`config.mk`:
```
export PLATFORM = sky130hd
export DESIGN_NAME = nbge_back
export DESIGN_NICKNAME = d
export VERILOG_FILES = /design/src/hw/rtl/nbge_pkg.sv /design/src/hw/rtl/nbge_back.sv
export SDC_FILE = /design/constraint.sdc
export NUM_CORES = 2
export LEC_CHECK = 0
export CORE_UTILIZATION = 30
export CTS_CLUSTER_SIZE = 8
export DETAILED_ROUTE_END_ITERATION = 6
export DONT_BUFFER_PORTS = 1
export GPL_TIMING_DRIVEN = 0
export PLACE_DENSITY = 0.5
export SETUP_SLACK_MARGIN = 0.2
export SYNTH_ARGS = -nofsm -noshare
export SYNTH_HDL_FRONTEND = slang
export SYNTH_SLANG_ARGS = --single-unit
```
`constraint.sdc`:
```
create_clock -name clk -period 25.4 [get_ports clk]
set_input_delay 5.08 -clock clk [delete_from_list [all_inputs] [get_ports clk]]
set_output_delay 5.08 -clock clk [all_outputs]
set_load 0.005 [all_outputs]
```
`src/hw/rtl/nbge_pkg.sv`:
```
// Shared types, widths and constants of the n-body gravity Euler step block.
package nbge_pkg;

  // Field widths.
  localparam int COORD_W = 48;
  localparam int MASS_W  = 32;
  localparam int FORCE_W = 64;

  // Shared multiplier: A x B, B consumed one byte per cycle.
  localparam int MUL_A_W     = 96;
  localparam int MUL_B_W     = 64;
  localparam int MUL_P_W     = MUL_A_W + MUL_B_W;
  localparam int MUL_DIGIT_W = 8;
  localparam int MUL_STEPS   = MUL_B_W / MUL_DIGIT_W;

  // Shared divider: one quotient bit per cycle, quotient saturates at 64 bits.
  localparam int DIV_N_W = 145;
  localparam int DIV_D_W = 99;
  localparam int DIV_Q_W = 64;

  // Square root of the squared distance.
  localparam int ROOT_V_W = 98;
  localparam int ROOT_W   = 49;

  // Softening term, 1e-8 in Q48.48.
  localparam logic [DIV_D_W-1:0] EPS_Q48 = 99'd2814750;

  // Register reset values.
  localparam logic [31:0] GRAV_RESET = 32'd10066330;
  localparam logic [23:0] STEP_RESET = 24'd167772;

  // Register indexes.
  localparam logic REG_GRAV = 1'b0;
  localparam logic REG_STEP = 1'b1;

  // Commands.
  localparam logic CMD_LOAD   = 1'b0;
  localparam logic CMD_SOURCE = 1'b1;

  // Kind of a queued item after classification.
  typedef enum logic [1:0] {
    KIND_LOAD,
    KIND_ACCUM,
    KIND_FINAL
  } kind_t;

  typedef struct packed {
    logic                      command;
    logic signed [COORD_W-1:0] pos_x;
    logic signed [COORD_W-1:0] pos_y;
    logic signed [COORD_W-1:0] pos_z;
    logic signed [COORD_W-1:0] vel_x;
    logic signed [COORD_W-1:0] vel_y;
    logic signed [COORD_W-1:0] vel_z;
    logic [MASS_W-1:0]         body_mass;
    logic                      last_source;
  } body_t;

  typedef struct packed {
    logic signed [COORD_W-1:0] new_x;
    logic signed [COORD_W-1:0] new_y;
    logic signed [COORD_W-1:0] new_z;
    logic signed [COORD_W-1:0] new_vx;
    logic signed [COORD_W-1:0] new_vy;
    logic signed [COORD_W-1:0] new_vz;
  } update_t;

  typedef struct packed {
    kind_t                    kind;
    logic [2:0][COORD_W-1:0]  pos;
    logic [2:0][COORD_W-1:0]  vel;
    logic [MASS_W-1:0]        mass;
  } item_t;

  typedef struct packed {
    logic [31:0] grav;
    logic [23:0] step;
  } cfg_t;

  typedef struct packed {
    logic               start;
    logic [MUL_A_W-1:0] a;
    logic [MUL_B_W-1:0] b;
  } mul_req_t;

  typedef struct packed {
    logic               start;
    logic [DIV_N_W-1:0] num;
    logic [DIV_D_W-1:0] den;
  } div_req_t;

  typedef struct packed {
    logic                start;
    logic [ROOT_V_W-1:0] val;
  } root_req_t;

endpackage

```
`src/hw/rtl/nbge_back.sv`:
```
// Back end: holds the target body, sums forces and performs the Euler update.
module nbge_back (
  input  logic                              clk,
  input  logic                              rst,
  input  logic                              q_empty,
  input  nbge_pkg::item_t                   q_item,
  output logic                              q_pop,
  input  nbge_pkg::cfg_t                    cfg,
  input  logic                              pop,
  output logic                              empty,
  output nbge_pkg::update_t                 update,
  output nbge_pkg::mul_req_t                mul_req,
  input  logic                              mul_done,
  input  logic [nbge_pkg::MUL_P_W-1:0]      mul_prod,
  output nbge_pkg::div_req_t                div_req,
  input  logic                              div_done,
  input  logic [nbge_pkg::DIV_Q_W-1:0]      div_quo,
  output nbge_pkg::root_req_t               root_req,
  input  logic                              root_done,
  input  logic [nbge_pkg::ROOT_W-1:0]       root_val
);

  localparam logic signed [63:0] MAX64 = 64'sh7FFF_FFFF_FFFF_FFFF;
  localparam logic signed [63:0] MIN64 = 64'sh8000_0000_0000_0000;
  localparam logic signed [47:0] MAX48 = 48'sh7FFF_FFFF_FFFF;
  localparam logic signed [47:0] MIN48 = 48'sh8000_0000_0000;
  localparam logic [48:0]        DV_CAP = 49'h1_0000_0000_0000;

  typedef enum logic [4:0] {
    ST_IDLE, ST_DELTA, ST_SQ_GO, ST_SQ_WAIT, ST_RT_GO, ST_RT_WAIT,
    ST_MP_GO, ST_MP_WAIT, ST_K_GO, ST_K_WAIT, ST_AX_CHK,
    ST_U_GO, ST_U_WAIT, ST_KU_GO, ST_KU_WAIT, ST_F_GO, ST_F_WAIT, ST_ACC,
    ST_UPD, ST_FT_GO, ST_FT_WAIT, ST_DV_GO, ST_DV_WAIT, ST_VT_GO, ST_VT_WAIT,
    ST_OUT
  } state_t;

  state_t                    state;
  logic [1:0]                ax;
  nbge_pkg::item_t           cur;
  logic signed [48:0]        dl [3];
  logic [97:0]               r2;
  logic [98:0]               r2e;
  logic [48:0]               distance;
  logic [63:0]               mp;
  logic [95:0]               k;
  logic [30:0]               u;
  logic [126:0]              ku;
  logic [63:0]               f;
  logic [87:0]               ft;
  logic signed [47:0]        tp [3];
  logic signed [47:0]        tv [3];
  logic [31:0]               tm;
  logic signed [63:0]        fs [3];
  nbge_pkg::update_t         res;
  logic                      res_valid;

  logic signed [48:0]        dl_sel;
  logic [47:0]               dl_mag;
  logic signed [63:0]        fs_sel;
  logic [63:0]               fs_mag;
  logic signed [47:0]        tv_sel;
  logic [47:0]               tv_mag;
  logic [97:0]               r2_sum;
  logic signed [63:0]        f_cap;
  logic signed [63:0]        f_sgn;
  logic signed [64:0]        fs_add;
  logic signed [63:0]        fs_new;
  logic [48:0]               dv_cap;
  logic signed [49:0]        dv_ext;
  logic signed [49:0]        v_sum;
  logic signed [49:0]        dp_ext;
  logic signed [49:0]        p_sum;
  logic                      src_last;

  // Clamp a sum to the signed 48-bit range.
  function automatic logic signed [47:0] sat48(input logic signed [49:0] s);
    logic [2:0] top;
    top = s[49:47];
    if (top == 3'b000 || top == 3'b111) begin
      return s[47:0];
    end
    return s[49] ? MIN48 : MAX48;
  endfunction

  // Per-axis operand selection and magnitudes.
  assign dl_sel   = dl[ax];
  assign dl_mag   = dl_sel[48] ? 48'(-dl_sel) : dl_sel[47:0];
  assign fs_sel   = fs[ax];
  assign fs_mag   = fs_sel[63] ? 64'(-fs_sel) : fs_sel;
  assign tv_sel   = tv[ax];
  assign tv_mag   = tv_sel[47] ? 48'(-tv_sel) : tv_sel;
  assign r2_sum   = r2 + mul_prod[97:0];
  assign src_last = (cur.kind == nbge_pkg::KIND_FINAL);

  // Force contribution, saturating accumulation.
  assign f_cap  = f[63] ? MAX64 : f;
  assign f_sgn  = dl_sel[48] ? -f_cap : f_cap;
  assign fs_add = {fs_sel[63], fs_sel} + {f_sgn[63], f_sgn};
  assign fs_new = (fs_add[64] != fs_add[63]) ? (fs_add[64] ? MIN64 : MAX64) : fs_add[63:0];

  // Velocity step with the change capped at 2^48.
  assign dv_cap = ((|div_quo[63:49]) || (div_quo[48] && (|div_quo[47:0]))) ?
                  DV_CAP : div_quo[48:0];
  assign dv_ext = 50'({1'b0, dv_cap});
  assign v_sum  = {{2{tv_sel[47]}}, tv_sel} + (fs_sel[63] ? -dv_ext : dv_ext);

  // Position step from the updated velocity.
  assign dp_ext = 50'({1'b0, mul_prod[71:24]});
  assign p_sum  = {{2{tp[ax][47]}}, tp[ax]} + (tv_sel[47] ? -dp_ext : dp_ext);

  assign q_pop  = (state == ST_IDLE) && !q_empty;
  assign empty  = !res_valid;
  assign update = res;

  // Requests to the shared arithmetic units.
  always_comb begin
    mul_req.start = state inside {ST_SQ_GO, ST_MP_GO, ST_K_GO, ST_KU_GO, ST_FT_GO, ST_VT_GO};
    mul_req.a     = '0;
    mul_req.b     = '0;
    case (state)
      ST_SQ_GO: begin
        mul_req.a = 96'(dl_mag);
        mul_req.b = 64'(dl_mag);
      end
      ST_MP_GO: begin
        mul_req.a = 96'(tm);
        mul_req.b = 64'(cur.mass);
      end
      ST_K_GO: begin
        mul_req.a = 96'(mp);
        mul_req.b = 64'(cfg.grav);
      end
      ST_KU_GO: begin
        mul_req.a = k;
        mul_req.b = 64'(u);
      end
      ST_FT_GO: begin
        mul_req.a = 96'(fs_mag);
        mul_req.b = 64'(cfg.step);
      end
      ST_VT_GO: begin
        mul_req.a = 96'(tv_mag);
        mul_req.b = 64'(cfg.step);
      end
      default: begin
        mul_req.a = '0;
      end
    endcase

    div_req.start = state inside {ST_U_GO, ST_F_GO, ST_DV_GO};
    div_req.num   = '0;
    div_req.den   = '0;
    case (state)
      ST_U_GO: begin
        div_req.num = 145'({dl_mag, 30'd0});
        div_req.den = 99'(distance);
      end
      ST_F_GO: begin
        div_req.num = {ku, 18'd0};
        div_req.den = r2e;
      end
      ST_DV_GO: begin
        div_req.num = 145'(ft);
        div_req.den = 99'({tm, 24'd0});
      end
      default: begin
        div_req.num = '0;
      end
    endcase

    root_req.start = (state == ST_RT_GO);
    root_req.val   = r2;
  end

  // Sequencer, target state and result register.
  always_ff @(posedge clk) begin
    if (rst) begin
      state     <= ST_IDLE;
      ax        <= '0;
      res_valid <= 1'b0;
      tm        <= '0;
      for (int a = 0; a < 3; a++) begin
        tp[a] <= '0;
        tv[a] <= '0;
        fs[a] <= '0;
      end
    end else begin
      if (pop && res_valid) begin
        res_valid <= 1'b0;
      end
      case (state)
        ST_IDLE: begin
          if (!q_empty) begin
            if (q_item.kind == nbge_pkg::KIND_LOAD) begin
              for (int a = 0; a < 3; a++) begin
                tp[a] <= q_item.pos[a];
                tv[a] <= q_item.vel[a];
                fs[a] <= '0;
              end
              tm <= q_item.mass;
            end else begin
              cur   <= q_item;
              state <= ST_DELTA;
            end
          end
        end
        ST_DELTA: begin
          for (int a = 0; a < 3; a++) begin
            dl[a] <= {cur.pos[a][47], cur.pos[a]} - {tp[a][47], tp[a]};
          end
          r2    <= '0;
          ax    <= '0;
          state <= ST_SQ_GO;
        end
        ST_SQ_GO: state <= ST_SQ_WAIT;
        ST_SQ_WAIT: begin
          if (mul_done) begin
            r2 <= r2_sum;
            if (ax == 2'd2) begin
              ax <= '0;
              // A source at the target's position adds nothing.
              if (r2_sum == '0) begin
                state <= src_last ? ST_UPD : ST_IDLE;
              end else begin
                state <= ST_RT_GO;
              end
            end else begin
              ax    <= ax + 1'b1;
              state <= ST_SQ_GO;
            end
          end
        end
        ST_RT_GO: state <= ST_RT_WAIT;
        ST_RT_WAIT: begin
          if (root_done) begin
            distance <= root_val;
            r2e      <= {1'b0, r2} + nbge_pkg::EPS_Q48;
            state    <= ST_MP_GO;
          end
        end
        ST_MP_GO: state <= ST_MP_WAIT;
        ST_MP_WAIT: begin
          if (mul_done) begin
            mp    <= mul_prod[63:0];
            state <= ST_K_GO;
          end
        end
        ST_K_GO: state <= ST_K_WAIT;
        ST_K_WAIT: begin
          if (mul_done) begin
            k     <= mul_prod[95:0];
            ax    <= '0;
            state <= ST_AX_CHK;
          end
        end
        ST_AX_CHK: begin
          // An axis with no offset gets no force.
          if (dl_sel == '0) begin
            if (ax == 2'd2) begin
              ax    <= '0;
              state <= src_last ? ST_UPD : ST_IDLE;
            end else begin
              ax <= ax + 1'b1;
            end
          end else begin
            state <= ST_U_GO;
          end
        end
        ST_U_GO: state <= ST_U_WAIT;
        ST_U_WAIT: begin
          if (div_done) begin
            u     <= div_quo[30:0];
            state <= ST_KU_GO;
          end
        end
        ST_KU_GO: state <= ST_KU_WAIT;
        ST_KU_WAIT: begin
          if (mul_done) begin
            ku    <= mul_prod[126:0];
            state <= ST_F_GO;
          end
        end
        ST_F_GO: state <= ST_F_WAIT;
        ST_F_WAIT: begin
          if (div_done) begin
            f     <= div_quo;
            state <= ST_ACC;
          end
        end
        ST_ACC: begin
          fs[ax] <= fs_new;
          if (ax == 2'd2) begin
            ax    <= '0;
            state <= src_last ? ST_UPD : ST_IDLE;
          end else begin
            ax    <= ax + 1'b1;
            state <= ST_AX_CHK;
          end
        end
        ST_UPD: begin
          // A massless target keeps its velocity.
          state <= (tm != '0) ? ST_FT_GO : ST_VT_GO;
        end
        ST_FT_GO: state <= ST_FT_WAIT;
        ST_FT_WAIT: begin
          if (mul_done) begin
            ft    <= mul_prod[87:0];
            state <= ST_DV_GO;
          end
        end
        ST_DV_GO: state <= ST_DV_WAIT;
        ST_DV_WAIT: begin
          if (div_done) begin
            tv[ax] <= sat48(v_sum);
            state  <= ST_VT_GO;
          end
        end
        ST_VT_GO: state <= ST_VT_WAIT;
        ST_VT_WAIT: begin
          if (mul_done) begin
            tp[ax] <= sat48(p_sum);
            fs[ax] <= '0;
            if (ax == 2'd2) begin
              ax    <= '0;
              state <= ST_OUT;
            end else begin
              ax    <= ax + 1'b1;
              state <= ST_UPD;
            end
          end
        end
        ST_OUT: begin
          if (!res_valid) begin
            res.new_x  <= tp[0];
            res.new_y  <= tp[1];
            res.new_z  <= tp[2];
            res.new_vx <= tv[0];
            res.new_vy <= tv[1];
            res.new_vz <= tv[2];
            res_valid  <= 1'b1;
            state      <= ST_IDLE;
          end
        end
        default: state <= ST_IDLE;
      endcase
    end
  end

  a_result_from_out: assert property (@(posedge clk) disable iff (rst)
    $rose(res_valid) |-> $past(state) == ST_OUT)
    else $error("result written outside the output step");

  a_one_unit: assert property (@(posedge clk) disable iff (rst)
    $onehot0({mul_req.start, div_req.start, root_req.start}))
    else $error("two arithmetic units started together");

  a_axis_range: assert property (@(posedge clk) disable iff (rst)
    ax != 2'd3)
    else $error("axis index out of range");

endmodule

```
Yosys cells after proc, flatten, opt, wreduce, memory -nomap -nowiden
Memory sizes are Yosys's and may differ from the RTL's. A register that Yosys moved wholly into a read port is not among the register bits.
Cells that the tools add are included.
{"block": "totals", "ff_bits": 1078, "ramBits": 627, "in_bits": 658, "out_inout_bits": 795, "wordCells": 253, "memories": 4}
{"name": "fs", "depth": 3, "width": 64, "rd": 1, "rd_clocked_by_memory_dff": 1, "write_ports": 3, "line_no": "nbge_back.sv:53", "rtl": "logic signed [63:0] fs [3];"}
{"name": "dl", "depth": 3, "width": 49, "rd": 1, "rd_clocked_by_memory_dff": 1, "write_ports": 3, "line_no": "nbge_back.sv:40", "rtl": "logic signed [48:0] dl [3];"}
{"name": "tp", "depth": 3, "width": 48, "rd": 4, "rd_clocked_by_memory_dff": 1, "write_ports": 3, "line_no": "nbge_back.sv:50", "rtl": "logic signed [47:0] tp [3];"}
{"name": "tv", "depth": 3, "width": 48, "rd": 4, "rd_clocked_by_memory_dff": 4, "write_ports": 3, "line_no": "nbge_back.sv:51", "rtl": "logic signed [47:0] tv [3];"}
{"block": "op_classes", "n_addsub": 15, "eq_ne": 46, "mux": 114, "bitwise": 14, "reduce_logical": 39}
{"cell": "$mux 48", "count": 22}
{"cell": "$mux 64", "count": 9}
{"cell": "$pmux 96 s6", "count": 1}
{"cell": "$pmux 145 s3", "count": 1}
{"cell": "$pmux 99 s3", "count": 1}
{"cell": "$pmux 48 s5", "count": 1}
{"cell": "$pmux 98 s2", "count": 1}
{"cell": "$sub 48x48->49", "count": 3}
{"cell": "$reduce_or 48->1", "count": 3}
{"cell": "$pmux 5 s26", "count": 1}
{"cell": "$add 50x50->50", "count": 2}
{"cell": "$mux 50", "count": 2}
{"cell": "$add 98x22->99 const B", "count": 1}
{"cell": "$add 98x98->98", "count": 1}
{"cell": "$logic_not 98->1", "count": 1}
{"cell": "$mux 98", "count": 1}
{"cell": "$neg 48->48", "count": 2}
{"cell": "$mux 5", "count": 19}
{"cell": "$add 64x64->65", "count": 1}
{"cell": "$neg 63->64", "count": 1}
{"cell": "$neg 64->64", "count": 1}
{"cell": "$reduce_or 64->1", "count": 1}
{"cell": "$mux 63", "count": 1}
{"cell": "$eq 5x5->1 const B", "count": 10}
{"cell": "38 further kinds", "count": 141}

Depth between registers and ports, before layout
{"block": "logic_depth", "word_depth": 18, "mapped_depth": 37, "ltp_nobuf": 32}

Worst setup path after synthesis
No wires, ideal clock.
{"block": "synth_path", "kind": "input port to flip-flop", "startpoint": "in rst", "endpoint": "reg, netlist name update[0]", "setup_time_ns": 1.290, "arrival_ns": 24.686, "required_ns": 24.110, "path_slack_ns": -0.575, "stages": 2, "cell_sequence": "clkbuf_1 -> nor3_1"}
{"block": "synth_between", "elab_chain_cells": 2}
{"item": "start, declared", "line_no": "nbge_back.sv:4", "rtl": "input logic rst,"}
{"item": "$not 1->1 (no line)"}
{"item": "$reduce_and 3->1 (no line)"}
Every way passes these cells.
A chain may end at the register's enable or synchronous reset.

==> metrics.yaml <==
pwr:
  finalPower_uw: 9470
  pwr-share-clk: 0.400
  powerDensity_nw_per_um2: 75.1
  p_leak_uw: 0.0448
  pwr-share-comb: 0.183
  p_switching_uw: 2950
  power_frac_seq: 0.416
  p_int_uw: 6510
  p_sw_frac: 0.312
  peakVddDrop_mv: 0.0508
sta:
  skew_ps: 57.2
  setup-violations-final: 0
  fmax_mhz: 54.2
  fin_crit_ps: 18460
  fin_crit_sh: 0.727
  worst_slack_ps: 6940
  worst_pin_slew_ps: 1690
  drv_slew: 34
  relSlewSlack: -0.135
  hold_viol_final: 0
  rsz0062_at_grt: "false"
global_route:
  antenna_found_initial: 175
  grt_usage: 0.336
  grt_pass1_vias: 83480
  grt_max_degree: 60
  grt_pass1_wl_um: 815000
  overflow: 0
clock_network:
  cts-root-buf: "clkbuf_16"
  cts_buffers: 298
  clkTransAtPathRegs_ps: 60
  postCtsSetupRepairBufs: 0
  clock_path_buffers: 4
  cts.htree.levels: 5
  clk_latency_ps: 1000
  cts-resized-gates: 0
  clock_sinks: 2011
  cts_tree: "done"
  cts_hold_buf: 0
yosys:
  ys_seq_elements: 2011
  synth-seq-area-share: 0.552
  yosys_warnings: 0
  synth_edf_count: 1969
  syn_area_per_cell_sq_um: 11.6
  synth_area_leader_cell: "edfxtp_1"
  synth_ff_type: "edfxtp_1"
  async_reset_ff_frac: 0
  synthTopCellsByArea: "edfxtp_1 54%, ha_1 4.7%, xnor2_1 3.4%"
  yosysTopAreaCellShare: 0.544
  ys_types: 95
  synth_area_sq_um: 109000
  synthCells: 9382
floorplan:
  die_h_um: 604
  core-area_sq_um: 360000
  die_x_um: 604
  initial_core_util: 0.302
  num_rows: 220
  dieArea_sq_um: 365000
  io_pins: 1453
critical_path:
  cpLargestDelayFamily: "buffers and inverters"
  slowest_stage: "o41ai_1"
  critPathCaptureType: "register"
  r2r_cells: 34
  crit_type: "register to register"
  r2r_slack_ps: 6940
  cp_num_cells: 34
  slowest_delay_ps: 1090
  critPathLaunchType: "register"
  r2r_end: "fs[0][52]"
  critPathBufInv: 16
  crit_fanout: 10
  endpoint: "fs[0][52]"
  cp.arrival_ps: 19170
  required_ps: 26110
cells_and_area:
  synthToLayoutAreaGrowth_pct: 16.1
  multi_input_area_sq_um: 45800
  fillers: 35608
  mostFrequentLayoutCells: "1,969 x edfxtp_1, 951 x nor2_1, 655 x a21oi_1"
  final-seq-area_sq_um: 60000
  final_nets: 10949
  final_common_cell: "edfxtp_1"
  drive_above_1_share: 0.0914
  final_cells: 14894
  post-route-util: 0.351
placed_design:
  place_congestion: 0.990
  dpl_worst_slack_ps: 7300
  port_buffers: 0
  placed_cells: 14343
  dp_hpwl_um: 519000
min_path:
  hold_class: "register to register"
detailed_routing:
  vias: 90187
  ant_nets: 0
  wirelength_um: 638000
  vias_per_cell: 6.06
  drt_iter0_drc: 13732
  drc_errors: 2
  wire_per_inst_um: 42.9
  first_pass_iters: 7
run_status:
  outcome: "complete, but fails checks"
  violations: "design-rule violations, max-capacitance violations, max-slew violations"
flow_run:
  drv_cap: 14
## power by group through the flow
stage / clock [uW] / combinational, uW / sequential, uW
after floorplan: 0 / 989 / 3950
final: 3790 / 1740 / 3940
after detailed placement: 0 / 1690 / 4000
after CTS: 3810 / 1700 / 3940
after global placement: 0 / 1630 / 4040
after global routing: 3920 / 1830 / 3940
## worst min path at each step
stage | from | endpoint | depth (start not counted)
detailed placement | tv[2][7] | update[7] | 0
floorplan | tv[2][47] | update[47] | 0
CTS | tv[0][45] | update[141] | 0
global route | tv[0][45] | update[141] | 0
finish | tv[0][45] | update[141] | 0
global placement | tv[0][45] | update[141] | 0
## metrics by stage
stage	cell area [sq um]	setup TNS, ps	hold WS, ps
detailed placement	117000	0	432
CTS	126000	0	435
global route	126000	0	441
finish	126000	0	426
global placement	115000	-1515170	429
floorplan	109000	0	420
## Yosys cell counts (71+ instances only)
library cell,instances
nand2b_1,91
a22o_1,120
nor3_1,172
a21o_1,225
and2_1,209
nand3_1,131
mux4_2,158
nand4_1,97
xnor2_1,427
inv_1,353
a21oi_1,655
edfxtp_1,1969
a221o_1,273
clkbuf_1,363
nand2_1,608
ha_1,412
a22oi_1,100
nor2_1,954
a31oi_1,75
o21ai_0,538
and3_1,71
xor2_1,271
## flip-flops by register name, indices dropped and copies added, names as in the netlist, named ones only
signal / cells
update: 288
fs: 256
tp: 192
tv: 192
cur: 178
dl: 147
ku: 127
r2e: 99
r2: 98
k: 96
ft: 88
f: 64
mp: 64
distance: 49
tm: 32
u: 31
state: 5
ax: 2
res_valid: 1
## final cells by class
class	count	share of cell area
Tap cell	4773	0.0473
Multi-Input combinational cell	6548	0.363
Sequential cell	2011	0.475
Timing Repair Buffer	175	0.0180
Buffer	484	0.0161
Clock inverter	46	0.00563
Clock buffer	348	0.0612
Antenna cell	155	0.00307
Inverter	354	0.0105
## routing by layer
metal  vias up  wire length [um]  global-route usage
li1      36745                 -                   -
met1     46215            248000               0.426
met2      6103            279000               0.506
met3      1082             71900               0.108
met4        42             38300               0.187
met5         -               321                   0
## cells by family (layout without fill, tap and decap cells)
logic type / Yosys count / in the layout / share of synthesized area
AO/OA/AOI/OAI: 2537 / 2537 / 0.158
buffers and inverters: 838 / 1407 / 0.0307
flip-flops: 2011 / 2011 / 0.552
multiplexers: 233 / 233 / 0.0398
adder cells (fa/ha/maj): 420 / 420 / 0.0488
other: 1 / 171 / 0.0000345
AND/OR/NAND/NOR: 2643 / 2643 / 0.115
XOR/XNOR: 699 / 699 / 0.0564
Note: power is estimated with default switching activity, not from simulation.
